File: src/rtl/rmse_pkg.sv
// Shared types and constants for the RMSE accumulator.
package rmse_pkg;

  localparam int COUNT_BITS_DEF = 20;
  localparam int LANES = 4;
  localparam int DATA_W = 32;
  localparam int SUM_W = 64;
  localparam int PCOUNT_W = 20;
  localparam int DIV_STEPS_W = 7;

  typedef enum logic [2:0] {
    ST_ACC,
    ST_DIV,
    ST_ROOT,
    ST_OUT
  } rmse_state_t;

  typedef struct packed {
    logic acc_en;
    logic div_start;
    logic div_step;
    logic root_start;
    logic root_step;
    logic lane_next;
    logic load_out;
    logic clear;
  } rmse_cmd_t;

  typedef struct packed {
    logic step_last;
    logic lane_last;
  } rmse_stat_t;

  typedef struct packed {
    logic [DATA_W-1:0] est_a;
    logic [DATA_W-1:0] est_b;
    logic [DATA_W-1:0] est_c;
    logic [DATA_W-1:0] est_d;
    logic [DATA_W-1:0] truth_a;
    logic [DATA_W-1:0] truth_b;
    logic [DATA_W-1:0] truth_c;
    logic [DATA_W-1:0] truth_d;
    logic final_pair;
  } pair_item_t;

  typedef struct packed {
    logic [DATA_W-1:0] rmse_a;
    logic [DATA_W-1:0] rmse_b;
    logic [DATA_W-1:0] rmse_c;
    logic [DATA_W-1:0] rmse_d;
    logic [PCOUNT_W-1:0] pair_count;
    logic overflow_seen;
  } rmse_item_t;

endpackage

File: src/rtl/rmse_ctrl.sv
// Controller sequencing accumulation, per-lane division, root and result.
module rmse_ctrl
  import rmse_pkg::*;
(
  input  logic       clk,
  input  logic       rst,
  input  logic       in_valid,
  input  logic       in_final,
  output logic       in_ready,
  output logic       out_valid,
  input  logic       out_ready,
  input  rmse_stat_t stat,
  output rmse_cmd_t  cmd
);

  rmse_state_t state, state_next;
  logic out_full, out_full_next;

  always_ff @(posedge clk) begin
    if (rst) begin
      state <= ST_ACC;
      out_full <= 1'b0;
    end else begin
      state <= state_next;
      out_full <= out_full_next;
    end
  end

  always_comb begin
    state_next = state;
    out_full_next = out_full && !out_ready;
    cmd = '0;
    in_ready = 1'b0;
    out_valid = out_full;
    case (state)
      ST_ACC: begin
        in_ready = 1'b1;
        if (in_valid) begin
          cmd.acc_en = 1'b1;
          if (in_final) begin
            state_next = ST_DIV;
            cmd.div_start = 1'b1;
          end
        end
      end
      ST_DIV: begin
        cmd.div_step = 1'b1;
        if (stat.step_last) begin
          state_next = ST_ROOT;
          cmd.root_start = 1'b1;
        end
      end
      ST_ROOT: begin
        cmd.root_step = 1'b1;
        if (stat.step_last) begin
          if (stat.lane_last) begin
            state_next = ST_OUT;
          end else begin
            state_next = ST_DIV;
            cmd.lane_next = 1'b1;
            cmd.div_start = 1'b1;
          end
        end
      end
      ST_OUT: begin
        if (!out_full || out_ready) begin
          state_next = ST_ACC;
          cmd.load_out = 1'b1;
          cmd.clear = 1'b1;
          out_full_next = 1'b1;
        end
      end
      default: state_next = ST_ACC;
    endcase
  end

  assert property (@(posedge clk) disable iff (rst) (state != ST_ACC) |-> !in_ready)
    else $error("input taken while a result is being computed");
  assert property (@(posedge clk) disable iff (rst)
    (state == ST_ACC && in_valid && in_final) |=> state == ST_DIV)
    else $error("final item did not start division");
  assert property (@(posedge clk) disable iff (rst)
    (out_valid && !out_ready) |=> out_valid)
    else $error("result dropped");
  assert property (@(posedge clk) disable iff (rst)
    cmd.load_out |-> (!out_valid || out_ready))
    else $error("result register overwritten");

endmodule

File: config.mk
export PLATFORM = sky130hd
export DESIGN_NAME = rmse_ctrl
export DESIGN_NICKNAME = d
export VERILOG_FILES = /design/src/rtl/rmse_pkg.sv /design/src/rtl/rmse_ctrl.sv
export SDC_FILE = /design/constraint.sdc
export NUM_CORES = 1
export LEC_CHECK = 0
export ABC_AREA = 1
export BUFFER_PORTS_ARGS = -buffer_cell sky130_fd_sc_hd__buf_2
export CORE_AREA = 2 2 39 41
export DETAILED_ROUTE_END_ITERATION = 10
export DIE_AREA = 0 0 41 43
export HOLD_SLACK_MARGIN = 0.1
export PLACE_DENSITY = 0.55
export REMOVE_ABC_BUFFERS = 1
export SYNTH_ARGS = -nofsm -noshare
export SYNTH_HDL_FRONTEND = slang
export SYNTH_SLANG_ARGS = --single-unit
File: constraint.sdc
create_clock -name clk -period 1.43 [get_ports clk]
set_input_delay 0.286 -clock clk [delete_from_list [all_inputs] [get_ports clk]]
set_output_delay 0.286 -clock clk [all_outputs]
set_load 0.01 [all_outputs]
==> summary.md <==
| Metric | Value |
|---|---|
| Die Ht | `43 um` |
| Power Total | `818 uW` |
| Row count | `14` |
| Layout cells sized above 1 | `57.4%` |
| Post-synth top area cell | `dfxtp_1` |
| Initial Util | `18.1%` |
| CTS Buf Count | `3` |
| WS Path Type | `reg -> out` |
| DPL Wire Length | `466 um` |
| Crit path DAT | `1.11 ns` |
| Initial antenna violation count | `0` |
| Part of the cycle the worst path needs | `97.9%` |
| Routed WL | `539 um` |
| Global-route wire length before repair | `841 um` |
| Tot GR Track Use | `7.52%` |
| Nets | `69` |
| Root Buffer | `clkbuf_4` |
| Finished Cell Area | `395 um^2` |
| Hold WC Path Type | `in -> reg` |
| Mapped Area | `250 um^2` |
| Clock share of power | `17.9%` |
| Clock Tree Buf Depth | `2` |
| Post-synth EDFFs | `0` |
| FF+latch count, synth | `3` |
| Ant. Diodes | `0` |
| Die Area | `1760 um^2` |
| CTS tree | `yes` |
| Predominant post-synthesis flop cell | `dfxtp_1` |
| I/O pins | `17` |
| Unrepaired setup endpoints after global routing | `true` |
| Area post-placement | `343 um^2` |
| CP Capture Type | `primary output` |
| NetSw | `382 uW` |
| H-Tree Depth | `1` |
| Final slew viol count | `0` |
| Share of the synthesized area in the top cell type | `24.0%` |
| Initial DRC Count | `3` |
| Pint | `436 uW` |
| Slew @ Worst Pin | `0.204 ns` |
| Final Critical Period | `1.40 ns` |
| RePlAce Congestion | `0.665` |
| Sequential area share after synthesis | `24.0%` |
| Syn_area_per_cell | `6.10 um^2` |
| Pwr/cell area | `2070 nW/um^2` |
| Setup TNS | `0 ns` |
| Net Sw Frac | `46.7%` |
| Distinct cell type count after synthesis | `13` |
| Startpoint Class | `flop` |
| PortBufs | `16` |
| # clock sinks | `3` |
| CORE AREA | `1380 um^2` |
| Vias in the first global route | `258` |
| Skew final | `0.000552 ns` |
| Fmax | `714 MHz` |
| Maximum VDD drop | `463 uV` |
| Register clock-pin slew on the reported worst setup and hold paths | `0.03 ns` |
| Final setup violation count | `0` |
| Sequential share of power | `20.9%` |
| Top cells by area, synth | `dfxtp_1 (24%), nand2_2 (13%), nand2_1 (12%), nor2_1 (12%), inv_1 (9.0%)` |
| Critical-path maximum fanout | `3` |
| Post-route ant nets | `0` |
| DRC Markers | `0` |
| Hold-fix buffers at CTS | `0` |
| Synth warnings | `0` |
| P_leak | `0.000244 uW` |
| Fill cell count | `173` |
| Largest net degree at the start of global routing | `6` |
| Required @ worst endpoint | `1.14 ns` |
| Via count | `299` |
| Hold violation count in the final report | `0` |
| Post-synth top cells | `nand2_1 (8), nor2_1 (8), inv_1 (6), nand2_2 (5), dfxtp_1 (3)` |
| Max Cap Violations | `0` |
| WL/cell | `7.00 um` |
| Die X | `41 um` |
| Layout area overhead | `58.0%` |
| Cell count after synthesis | `41` |
| Relative slew margins | `86.3%` |
| Outcome | `completed` |
| Comb power frac | `61.1%` |
| Vias per inst | `3.88` |
| Total global routing overflow | `0` |
| FFs w/ async S/R, synth | `0%` |
| Drt first pass iters | `4` |
| Clock Latency Late Sink | `0.23 ns` |
==> power groups by stage <==
stage	clock (uW)	sequential, uW	combinational, uW
floorplan	0	156	324
global placement	0	159	457
detailed placement	0	160	459
CTS	153	158	460
global route	165	178	575
finish	147	171	500
==> through the flow <==
step	cells	setup WS [ns]	utilization, %	hold slack, ns
2_1_floorplan	40	0.287	-	0.353
3_3_place_gp	72	0.281	24.8	0.482
3_5_place_dp	72	0.267	24.8	0.483
4_1_cts	76	0.0174	26.7	0.237
5_1_grt	77	-0.0610	28.6	0.235
6_report	77	0.0298	28.6	0.234
==> path summary, 6_finish.rpt <==
path	depth (start not counted)	from	slack, ns	to
max	5	state[0]	0.03	cmd[6]
max reg2reg	7	state[0]	0.35	state[1]
min	2	rst	0.23	state[0]
min reg2reg	4	out_valid	0.57	out_valid
==> what timing repair did <==
action,in CTS,in global routing
hold endpoints to repair,0,0
setup buffers,0,1
resized for setup,0,6
setup endpoints to repair,0,1
==> final cells by class <==
cell class                 instances  area, um^2  share of cell area (%)
clock buffer                       4        26.3                    6.65
inverter                           9        37.5                    9.49
multi-input combinational         28         159                    40.2
sequential                         3        65.1                    16.5
tap                               16        20.0                    5.06
timing repair buffer              17        87.6                    22.2
==> layer usage <==
| layer | GRT usage [%] | part of all wire, % | routed length, um |
|---|---|---|---|
| met1 | 6.71 | 40 | 213 |
| met2 | 11.3 | 49 | 263 |
| met3 | 3.14 | 8.2 | 44 |
| met4 | 8.00 | 3.2 | 17 |
| met5 | 0 | 0 | 0 |
==> state kept, by name, indices dropped and copies added (netlist names) <==
| name | count |
|---|---|
| state | 2 |
| out_valid | 1 |
==> critical path, stage by stage, from the launching register on <==
cell and delay (ns):
dfxtp_4 0.34, inv_4 0.07, nand2_4 0.05, nor3_4 0.16
o21bai_1 0.12, buf_2 0.14
==> cell families (layout without fill, tap and decap cells) <==
logic type | after synthesis | in the layout | share of synthesized area, %
AND/OR/NAND/NOR | 27 | 27 | 56.0
AO/OA/AOI/OAI | 1 | 1 | 3.00
flip-flops | 3 | 3 | 24.0
buffers and inverters | 10 | 30 | 17.0
==> layout by cell type, fill, tap and decap left out <==
cell type	count
nand2_2	4
inv_4	1
nand3_2	2
dfxtp_2	1
clkinv_2	1
nand2_1	8
inv_1	6
buf_4	1
clkbuf_4	3
nor2_2	2
dfxtp_4	1
o21bai_1	1
nand4_1	1
buf_2	16
nor3_4	1
nor2_1	8
inv_2	1
clkbuf_1	1
dfxtp_1	1
nand2_4	1
Power figures use the tool's default switching activity.
